$ cat config.mk
export PLATFORM = sky130hd
export DESIGN_NAME = cmap4_ctrl
export DESIGN_NICKNAME = d
export VERILOG_FILES = /design/src/hw/rtl/cmap4_pkg.sv /design/src/hw/rtl/cmap4_ctrl.sv
export SDC_FILE = /design/constraint.sdc
export NUM_CORES = 1
export LEC_CHECK = 0
export BUFFER_PORTS_ARGS = -buffer_cell sky130_fd_sc_hd__buf_4
export CAP_MARGIN = 20
export CELL_PAD_IN_SITES_DETAIL_PLACEMENT = 1
export CELL_PAD_IN_SITES_GLOBAL_PLACEMENT = 1
export CORE_AREA = 4 4 41 43
export DETAILED_ROUTE_END_ITERATION = 7
export DIE_AREA = 0 0 45 47
export PLACE_DENSITY_LB_ADDON = 0.1
export SLEW_MARGIN = 20
export SYNTH_ARGS = -nofsm -noshare
export SYNTH_HDL_FRONTEND = slang
export SYNTH_SLANG_ARGS = --single-unit
export TNS_END_PERCENT = 100
$ cat constraint.sdc
create_clock -name clk_i -period 1.79 [get_ports clk_i]
set_clock_uncertainty 0.15 [all_clocks]
set_input_delay 0.358 -clock clk_i [delete_from_list [all_inputs] [get_ports clk_i]]
set_output_delay 0.358 -clock clk_i [all_outputs]
set_load 0.005 [all_outputs]
$ cat src/hw/rtl/cmap4_pkg.sv
// Shared types and constants for the cmap format 4 segment lookup unit.
// Used by cmap4_ctrl, cmap4_dp and the top level; depends on nothing.
package cmap4_pkg;

  localparam int unsigned MAX_SEGMENTS = 256;
  localparam int unsigned TABLE_WORDS  = 4096;
  localparam int unsigned SEG_AW       = $clog2(MAX_SEGMENTS);
  localparam int unsigned SEG_CW       = SEG_AW + 1;
  localparam int unsigned TW_AW        = $clog2(TABLE_WORDS);

  localparam logic [15:0] TERMINATOR = 16'hFFFF;
  localparam int unsigned HDR_BYTES  = 14;
  localparam int unsigned MIN_BYTES  = 12;

  // request types
  localparam logic [1:0] REQ_SEG   = 2'd0;
  localparam logic [1:0] REQ_WORD  = 2'd1;
  localparam logic [1:0] REQ_QUERY = 2'd2;

  // result status codes
  localparam logic [1:0] ST_MAPPED    = 2'd0;
  localparam logic [1:0] ST_UNCOVERED = 2'd1;
  localparam logic [1:0] ST_ERROR     = 2'd2;

  // configuration register indexes
  localparam logic CFG_SEG_COUNT   = 1'b0;
  localparam logic CFG_TABLE_BYTES = 1'b1;

  typedef struct packed {
    logic [15:0] start_cp;
    logic [15:0] end_cp;
    logic [15:0] delta;
    logic [15:0] range_off;
  } cmap4_seg_t;

  typedef struct packed {
    logic seg_wr;
    logic word_wr;
    logic q_start;
    logic issue;
    logic eval;
    logic word_rd;
    logic emit;
  } cmap4_cmd_t;

  typedef struct packed {
    logic done;
    logic more;
  } cmap4_stat_t;

endpackage

$ cat src/hw/rtl/cmap4_ctrl.sv
// Sequencer for the lookup unit: decodes requests and steps a query
// through the segment walk, glyph word read and result. Uses cmap4_pkg.
module cmap4_ctrl import cmap4_pkg::*; (
  input  logic        clk_i,
  input  logic        rst_ni,
  input  logic        start_i,
  input  logic [1:0]  req_type_i,
  input  cmap4_stat_t stat_i,
  output cmap4_cmd_t  cmd_o,
  output logic        busy_o
);

  localparam logic [1:0] S_IDLE  = 2'd0;
  localparam logic [1:0] S_WALK  = 2'd1;
  localparam logic [1:0] S_WREAD = 2'd2;
  localparam logic [1:0] S_RESP  = 2'd3;

  logic [1:0] state_q, state_d;
  logic       accept;

  assign busy_o = (state_q != S_IDLE);
  assign accept = start_i && !busy_o;

  always_comb begin
    state_d = state_q;
    cmd_o   = '0;
    unique case (state_q)
      S_IDLE: begin
        cmd_o.seg_wr  = accept && (req_type_i == REQ_SEG);
        cmd_o.word_wr = accept && (req_type_i == REQ_WORD);
        cmd_o.q_start = accept && (req_type_i == REQ_QUERY);
        if (cmd_o.q_start) begin
          state_d = S_WALK;
        end
      end
      S_WALK: begin
        cmd_o.eval  = 1'b1;
        cmd_o.issue = !stat_i.done && stat_i.more;
        if (stat_i.done) begin
          state_d = S_WREAD;
        end
      end
      S_WREAD: begin
        cmd_o.word_rd = 1'b1;
        state_d       = S_RESP;
      end
      S_RESP: begin
        cmd_o.emit = 1'b1;
        state_d    = S_IDLE;
      end
      default: state_d = S_IDLE;
    endcase
  end

  always_ff @(posedge clk_i or negedge rst_ni) begin
    if (!rst_ni) begin
      state_q <= S_IDLE;
    end else begin
      state_q <= state_d;
    end
  end

endmodule

**Yosys cells after proc, flatten, opt, wreduce, memory -nomap -nowiden**

Cells that the tools add are included.

- Output and inout bits: 8
- Bits of input ports: 7
- Logic and storage cells: 26
- Register bits after elaboration: 2

- Reduce and logical (&&, ||, !) cells: 11
- Mux-type cells: 7
- Equality and inequality tests: 7

Operator list:

| operator | number |
|---|---|
| $pmux 2 s4 | 1 |
| $eq 2x2->1 const B | 3 |
| $mux 2 | 3 |
| $logic_and 1x1->1 | 5 |
| $eq 2x1->1 const B | 2 |
| $logic_not 2->1 | 2 |
| $ne 2x2->1 const B | 2 |
| $mux 3 | 1 |
| $logic_not 1->1 | 2 |
| $mux 1 | 2 |
| $reduce_and 2->1 | 1 |
| $reduce_bool 2->1 | 1 |

**Longest topological paths before layout**

Gate-level depths: netlist of run 1.

- Word-level depth: 6
- Depth in mapped cells: 5
- Gate-level depth less buffers: 5

**Least setup slack after synthesis of run 1**

No wires, ideal clock.

- Kind: flip-flop to output port
- Start point: reg state_q[0]
- End point: out cmd_o[4] (netlist name)
- Stages on the path, launching flop included: 5
- Data arrival time: 0.993 ns
- Data required time: 1.282 ns
- Buffers on the path: 0
- Path slack: 0.289 ns
- Path through: dfrtp_1 inv_1 ha_1 nand2_1 nor3b_1

RTL lines:

| what | line | RTL |
|---|---|---|
| from (decl) | cmap4_ctrl.sv:18 | `logic [1:0] state_q, state_d;` |
| from (signal assigned) | cmap4_ctrl.sv:59 | `state_q <= state_d;` |
| to (decl) | cmap4_ctrl.sv:9 | `output cmap4_cmd_t cmd_o,` |

==> run summary, run 1 <==
Critical Path Source Type: register
multi-input combinational cell area: 159 um2
final setup TNS: 0 ps
dpl cells: 49
Post-route DRC: 0
initial antenna violation count: 0
Pleak: 0.202 nW
unrepaired setup endpoints after global routing: yes
VDD IR max: 0.660 mV
Max Cap Violations: 0
Mapped Nets: 30
period utilization: 97.8%
WP data arrival: 1240 ps
total CTS buffers: 3
Synth top cells by count: ha_1, inv_1, dfrtp_1, nor3b_1
first-pass GRT wire length: 979 um
total power: 588 uW
via/cell ratio: 3.88
Pre-antenna DRT Iters: 2
Hold Slack: 308 ps
worst-skew pair later-pin latency: 220 ps
Register Area: 50.0 um2
root buf cell: clkbuf_4
fin area: 407 um2
Post-layout nets: 54
part of the Yosys area used for sequential elements: 26.3%
final wirelength: 580 um
Crit. End Element: output port
largest net degree at the start of global routing: 5
Cell Area, Placed: 322 um2
Post-Syn Instances: 19
Non-Filler Instances: 56
Mapped Area: 190 um2
final hold vios: 0
Tightest Hold Check Type: in -> async
Synth top area share: 26.3%
area growth from synthesis to layout: 114%
max FFs per register: 2
final setup fails: 0
Crit Path Max Fanout: 3
Vias: 217
flop2flop setup slack: 210 ps
main flop type after synthesis: dfrtp_1
Cell Rows: 13
Critical Path RT: 1280 ps
EDFF count, synth: 0
Setup CP Type: reg -> out
htree depth: 1
io pins: 15
initial drt markers: 3
Layout fillers: 164
Tot GR Track Use: 6.56%
Slew headroom: 90.1%
count of cell types in the netlist: 12
Die Area: 2120 um2
fin. max-slew vios: 0
layout cells sized above 1: 80.5%
Largest Register: state_q
Seq cells post-synth: 2
Clock Path Buffers: 2
Synth area leader: dfrtp_1
maximum clock frequency: 0.572 GHz
core area: 1300 um2
Initial Utilization: 14.6%
CTS tree: done
routed length per instance: 10.4 um
ANT nets after route: 0
Avg Cell Area, Syn: 10.0 um2
input/output buffers: 14
global placement routability congestion: 0.601
n_diodes: 0
ranking of synthesized cells by area: dfrtp_1, ha_1, mux2_4
asr flop ratio synth: 100%
vias in the first global route: 253
top-count cell post-synth: ha_1
gr ovfl total: 0
Die W: 45 um
CTS Sinks: 2
Slew @ Worst Pin: 148 ps
Ys Warns: 0
Largest regs: state_q: 2 flops
Die H: 47 um
outcome: complete, no violations
CTS clk-pin slew, worst paths: 30 ps
PwrDens: 1450 nW/um2
min cycle time layout: 1750 ps
[repair_timing]
| item | 4_1_cts | 5_1_grt |
|---|---|---|
| resized for setup | 8 | 2 |
| pin swaps | 0 | 1 |
| endpoints found under the setup margin | 4 | 4 |
| hold buffers | 1 | 0 |
| buffers inserted | 2 | 1 |
| hold endpoints to repair | 2 | 0 |
[worst paths after layout]
path	from	end	depth (start not counted)
setup / recovery	state_q[0]	cmd_o[4]	5
min in group clk_i	stat_i[1]	state_q[0]	3
max in group asynchronous	rst_ni	state_q[0]	2
hold reg to reg	state_q[1]	state_q[1]	2
setup reg to reg	state_q[0]	state_q[1]	5
hold / removal	rst_ni	state_q[1]	2
[logic make-up (layout without fill, tap and decap cells)]
group | Yosys count | after routing | synth area share [%]
AO/OA/AOI/OAI | 2 | 2 | 10.5
adder cells (fa/ha/maj) | 4 | 4 | 26.3
buffers and inverters | 3 | 25 | 5.92
flip-flops | 2 | 2 | 26.3
multiplexers | 1 | 1 | 7.89
AND/OR/NAND/NOR | 7 | 7 | 23.0
[critical path, cell delays in order (launching register included)]
cell and delay, ps:
dfrtp_1 400, inv_2 80, ha_2 180, nand2_2 80
nor3b_2 160, buf_4 130
[layout by cell type, fill, tap and decap left out]
cell type	synthesis	final
a21oi_2	1	1
and2_1	1	1
buf_4	0	18
clkbuf_4	0	3
dfrtp_1	2	2
dlygate4sd3_1	0	1
ha_1	4	2
ha_2	0	2
inv_1	3	1
inv_2	0	2
mux2_4	1	1
nand2_2	0	1
nand3b_1	1	1
nor2b_4	0	1
nor3_2	0	1
nor3b_2	0	2
o32a_2	1	1
[through the flow]
step | util (%) | setup slack, ps
finish | 31.3 | 40.2
global route | 31.3 | -38.7
CTS | 30.3 | 9.47
detailed placement | 24.7 | 119
global placement | 24.7 | 171
floorplan | - | 289
[metal layers]
metal	global-route usage (%)	part of all wire (%)	vias to the layer above
li1	-	-	109
met2	10.5	52	8
met5	0	0	-
met1	6.82	38	100
met4	3.51	0	0
met3	3.83	11	0
[layout make-up]
cell class | count | share of cell area (%)
multi-input combinational | 14 | 39.1
tap | 15 | 4.62
inverter | 3 | 2.77
timing repair buffer | 19 | 35.7
sequential | 2 | 12.3
clock buffer | 3 | 5.54
[report_power, final]
group | internal [mW] | switching (mW) | total, mW
Sequential | 0.0716 | 0.0198 | 0.0913
Combinational | 0.243 | 0.155 | 0.399
Clock | 0.0738 | 0.0242 | 0.0980
Total | 0.389 | 0.199 | 0.588
(Power assumes the default switching activity.)
==> run 2: changes to the inputs <==
==> constraint.sdc (replaced) <==
create_clock -name clk_i -period 1.79 [get_ports clk_i]
set_clock_uncertainty 0.15 [all_clocks]
set_input_delay 0.179 -clock clk_i [delete_from_list [all_inputs] [get_ports clk_i]]
set_output_delay 0.179 -clock clk_i [all_outputs]
set_load 0.005 [all_outputs]
==> run 2 against run 1 <==
Compared with the run above: maximum frequency rose by 2.9%; final cell count fell by 7.1%; total power fell by 14%; utilization fell by 3.8 points; sequential cell count did not move; largest cell class unchanged; critical endpoint is now cmd_o[5]; die area did not move; sequential share of layout area rose by 1.7 points; first-iteration DRC count fell by 67%; via count fell by 11%; count of clock-buffer cells in the layout did not move.
==> run summary, run 2 (synthesized netlist as in run 1, its figures left out) <==
layout cells sized above 1: 62.2% (was 80.5%)
VDD IR max: 0.568 mV (was 0.660 mV)
min cycle time layout: 1700 ps (was 1750 ps)
Layout fillers: 167 (was 164)
CTS tree: done (unchanged)
Tot GR Track Use: 5.52% (was 6.56%)
leading cell type in the layout, fill and taps excluded: buf_4 (unchanged)
PwrDens: 1420 nW/um2 (was 1450 nW/um2)
Largest regs: state_q: 2 flops (unchanged)
final setup TNS: 0 ps (unchanged)
final worst slack: 89.3 ps (was 40.2 ps)
routed length per instance: 9.90 um (was 10.4 um)
total power: 505 uW (was 588 uW)
n_diodes: 0 (unchanged)
Max Cap Violations: 0 (unchanged)
reg2reg start: state_q[1] (was state_q[0])
initial antenna violation count: 0 (unchanged)
WP data arrival: 1370 ps (was 1240 ps)
Clock Path Buffers: 2 (unchanged)
Die Area: 2120 um2 (unchanged)
Hold Slack: 137 ps (was 308 ps)
worst-skew pair later-pin latency: 220 ps (about the same)
gr ovfl total: 0 (unchanged)
Post-layout nets: 50 (was 54)
Crit Path Max Fanout: 4 (was 3)
ANT nets after route: 0 (unchanged)
final hold vios: 0 (unchanged)
Vias: 194 (was 217)
Critical Path Source Type: register (unchanged)
initial drt markers: 1 (was 3)
fin. max-slew vios: 0 (unchanged)
post-layout util: 27.4% (was 31.3%)
io pins: 15 (unchanged)
CTS clk-pin slew, worst paths: 30 ps (about the same)
via/cell ratio: 3.73 (was 3.88)
multi-input combinational cell area: 139 um2 (was 159 um2)
period utilization: 95.0% (was 97.8%)
htree depth: 1 (unchanged)
Pre-antenna DRT Iters: 2 (unchanged)
post-CTS setup buffer count: 0 (was 2)
max FFs per register: 2 (unchanged)
Slew headroom: 89.0% (was 90.1%)
Tightest Hold Check Type: in -> async (unchanged)
first-pass GRT wire length: 841 um (was 979 um)
root buf cell: clkbuf_4 (unchanged)
Placement Setup Slack: 240 ps (was 119 ps)
DP HPWL: 434 um
final setup fails: 0 (unchanged)
Die W: 45 um (unchanged)
Slew @ Worst Pin: 165 ps (was 148 ps)
Register Area: 50.0 um2 (unchanged)
Post-route DRC: 0 (unchanged)
unrepaired setup endpoints after global routing: yes (unchanged)
input/output buffers: 14 (unchanged)
final wirelength: 515 um (was 580 um)
largest net degree at the start of global routing: 5 (unchanged)
outcome: complete, no violations (unchanged)
commonest cells after routing, fill and taps aside: buf_4, inv_1, ha_1, clkbuf_4, dfrtp_1 (was buf_4, clkbuf_4)
Worst setup startpoint: state_q[1] (was state_q[0])
Die H: 47 um (unchanged)
Cell Rows: 13 (unchanged)
global placement routability congestion: 0.618 (was 0.601)
maximum clock frequency: 0.588 GHz (was 0.572 GHz)
Setup CP Type: reg -> out (unchanged)
area growth from synthesis to layout: 87.5% (was 114%)
vias in the first global route: 195 (was 253)
CTS Sinks: 2 (unchanged)
Crit. End Element: output port (unchanged)
Initial Utilization: 14.6% (unchanged)
Pleak: 0.181 nW (was 0.202 nW)
flop2flop setup slack: 220 ps (was 210 ps)
Largest Register: state_q (unchanged)
Critical Path RT: 1460 ps (was 1280 ps)
total CTS buffers: 3 (unchanged)
core area: 1300 um2 (unchanged)
-- run 2: worst max-delay path, stage by stage (launching register included) --
cell,delay [ps]
dfrtp_1,400
inv_1,100
ha_2,220
nand2_1,100
nor3b_1,190
buf_4,140
-- run 2: routing by layer --
metal | GRT usage, % | routed length, um | vias to the layer above
met3 | 2.68 | 46 | 0
met1 | 7.69 | 217 | 85
li1 | - | - | 101
met2 | 7.34 | 252 | 8
met5 | 0 | 0 | -
met4 | 1.75 | 0 | 0
-- run 2: worst paths after layout --
| path | end | cells past startpoint |
|---|---|---|
| min in group clk_i | state_q[0] | 3 |
| setup / recovery | cmd_o[5] | 5 |
| max in group asynchronous | state_q[1] | 2 |
| hold / removal | state_q[0] | 2 |
| hold reg to reg | state_q[0] | 1 |
| setup reg to reg | state_q[1] | 5 |
-- run 2: final cells by class --
cell class / count / area share (%)
Timing Repair Buffer: 15 / 32.3
Sequential cell: 2 / 14.0
Clock buffer: 3 / 6.32
Inverter: 3 / 3.16
Multi-Input combinational cell: 14 / 38.9
Tap cell: 15 / 5.26
-- run 2: power by group --
group / leakage (nW) / total, mW / switching, mW / internal [mW]
combinational: 0.143 / 0.311 / 0.125 / 0.187
sequential: 0.0237 / 0.0978 / 0.0263 / 0.0716
clock: 0.0138 / 0.0956 / 0.0219 / 0.0737
-- run 2: stage by stage --
stage | cells | area, um2
after detailed placement | 48 | 314
after CTS | 52 | 347
after global routing | 52 | 357
after global placement | 48 | 314
after floorplan | 19 | 190
final | 52 | 357
-- run 2: repair_timing --
item                                    in CTS  in global routing
hold buffers                                 1                  0
resized for setup                            0                  3
endpoints found under the hold margin        2                  0
endpoints found under the setup margin       0                  4
==> run 3: changes to the inputs <==
PLACE_DENSITY = 0.48   (was not set)
PLACE_DENSITY_LB_ADDON = not set   (was 0.1)
==> run 3 against run 2 <==
Compared with the run above: count of clock-buffer cells in the layout is the same; combinational power is 10% higher; global-route usage is 1.4 points higher; largest cell class unchanged; sequential power grew 2%; clock power increased by 4.0%; critical path depth unchanged; sequential share of layout area is 0.57 points lower; die area did not move; setup slack improved by 7.0 ps.
==> run summary, run 3 (synthesized netlist as in run 1, its figures left out) <==
n_diodes: 0 (unchanged)
Pleak: 0.185 nW (was 0.181 nW)
htree depth: 1 (unchanged)
Setup CP Type: reg -> out (unchanged)
reg2reg start: state_q[1] (unchanged)
Cell Area, Placed: 314 um2 (unchanged)
Crit. End Element: output port (unchanged)
Tightest Hold Check Type: in -> async (unchanged)
root buf cell: clkbuf_4 (unchanged)
Post-route DRC: 0 (unchanged)
Die W: 45 um (unchanged)
Crit Path Max Fanout: 4 (unchanged)
fin area: 372 um2 (was 357 um2)
area growth from synthesis to layout: 95.4% (was 87.5%)
Die H: 47 um (unchanged)
WP data arrival: 1360 ps (was 1370 ps)
unrepaired setup endpoints after global routing: no (was yes)
final wirelength: 552 um (was 515 um)
final hold vios: 0 (unchanged)
input/output buffers: 14 (unchanged)
routed length per instance: 10.6 um (was 9.90 um)
Tot GR Track Use: 6.94% (was 5.52%)
post-CTS setup buffer count: 0 (unchanged)
Die Area: 2120 um2 (unchanged)
total CTS buffers: 3 (unchanged)
Initial Utilization: 14.6% (unchanged)
Cell Rows: 13 (unchanged)
Vias: 213 (was 194)
Slew @ Worst Pin: 158 ps (was 165 ps)
Largest regs: state_q: 2 flops (unchanged)
layout cells sized above 1: 62.2% (unchanged)
crit-path cells: inv_1 -> ha_4 -> nand2_1 -> nor3b_1 -> buf_4 (was inv_1 -> ha_2 -> nand2_1 -> nor3b_1 -> buf_4)
Max Cap Violations: 0 (unchanged)
Post-layout nets: 50 (unchanged)
gr ovfl total: 0 (unchanged)
vias in the first global route: 226 (was 195)
min cycle time layout: 1690 ps (was 1700 ps)
PwrDens: 1460 nW/um2 (was 1420 nW/um2)
Worst setup startpoint: state_q[1] (unchanged)
fin. max-slew vios: 0 (unchanged)
Largest Register: state_q (unchanged)
initial drt markers: 4 (was 1)
initial antenna violation count: 0 (unchanged)
maximum clock frequency: 0.590 GHz (was 0.588 GHz)
global placement routability congestion: 0.639 (was 0.618)
DP HPWL: 450 um (was 434 um)
CTS clk-pin slew, worst paths: 30 ps (about the same)
VDD IR max: 0.531 mV (was 0.568 mV)
final setup fails: 0 (unchanged)
Pre-antenna DRT Iters: 3 (was 2)
ANT nets after route: 0 (unchanged)
CTS tree: done (unchanged)
Critical Path Source Type: register (unchanged)
max FFs per register: 2 (unchanged)
WP buf/inv: 2 (unchanged)
first-pass GRT wire length: 897 um (was 841 um)
post-layout util: 28.6% (was 27.4%)
io pins: 15 (unchanged)
delay of the slowest critical-path stage: 410 ps (was 400 ps)
core area: 1300 um2 (unchanged)
CTS Sinks: 2 (unchanged)
Clock Path Buffers: 2 (unchanged)
commonest cells after routing, fill and taps aside: buf_4, inv_1, ha_1, clkbuf_4, dfrtp_1 (unchanged)
leading cell type in the layout, fill and taps excluded: buf_4 (unchanged)
outcome: complete, no violations (unchanged)
Critical Path RT: 1460 ps (about the same)
Slew headroom: 89.5% (was 89.0%)
via/cell ratio: 4.10 (was 3.73)
Top delay family on crit path: flip-flops (unchanged)
Crit-path slowest cell: dfrtp_1 (unchanged)
final setup TNS: 0 ps (unchanged)
period utilization: 94.6% (was 95.0%)
largest net degree at the start of global routing: 5 (unchanged)
worst-skew pair later-pin latency: 230 ps (was 220 ps)
==> run 3: final cells by class <==
class,instances,area [um2]
multi-input cells,14,154
fillers,159,930
clock buffers,3,22.5
well taps,15,18.8
inverters,3,11.3
flip-flops and latches,2,50.0
repair buffers,15,115
==> run 3: metal layers <==
metal | vias to the layer above | wire (um) | global-route usage (%)
li1 | 101 | - | -
met1 | 94 | 228 | 5.88
met2 | 14 | 239 | 9.32
met3 | 4 | 48 | 4.21
met4 | 0 | 36 | 10.5
met5 | - | 0 | 0
==> run 3: final timing paths <==
path | end | slack (ps) | depth (start not counted)
max reg2reg | state_q[1] | 220 | 5
min reg2reg | state_q[0] | 420 | 1
min | state_q[1] | 120 | 2
min in group clk_i | state_q[0] | 230 | 3
max in group asynchronous | state_q[0] | 1280 | 2
max | cmd_o[4] | 100 | 5
==> run 3: worst reg2reg max path, delay by kind of cell (launching register included) <==
kind | cells | cell delay, ps
AOI/OAI and AO/OA | 1 | 140
muxes | 1 | 310
buffers and inverters | 1 | 110
DFF | 1 | 390
adders and majority gates | 1 | 210
and+or+nand+nor | 1 | 140
==> run 3: stage by stage <==
stage / worst slack [ps] / cells / power, mW / hold WS, ps
after floorplan: 318 / 19 / 0.273 / -267
after global placement: 261 / 48 / 0.390 / -189
after detailed placement: 214 / 48 / 0.405 / -187
after CTS: 14.2 / 52 / 0.511 / 117
after global routing: 3.94 / 52 / 0.594 / 143
final: 96.3 / 52 / 0.541 / 123
==> run 3: timing repair <==
action,CTS,global route
endpoints found under the setup margin,0,4
gates resized for setup,0,5
hold buffers,1,0
endpoints found under the hold margin,2,0
==> run 3: where the power goes <==
group,internal (mW),switching (mW)
clock network,0.0739,0.0255
registers,0.0716,0.0281
logic,0.209,0.133
total,0.354,0.187
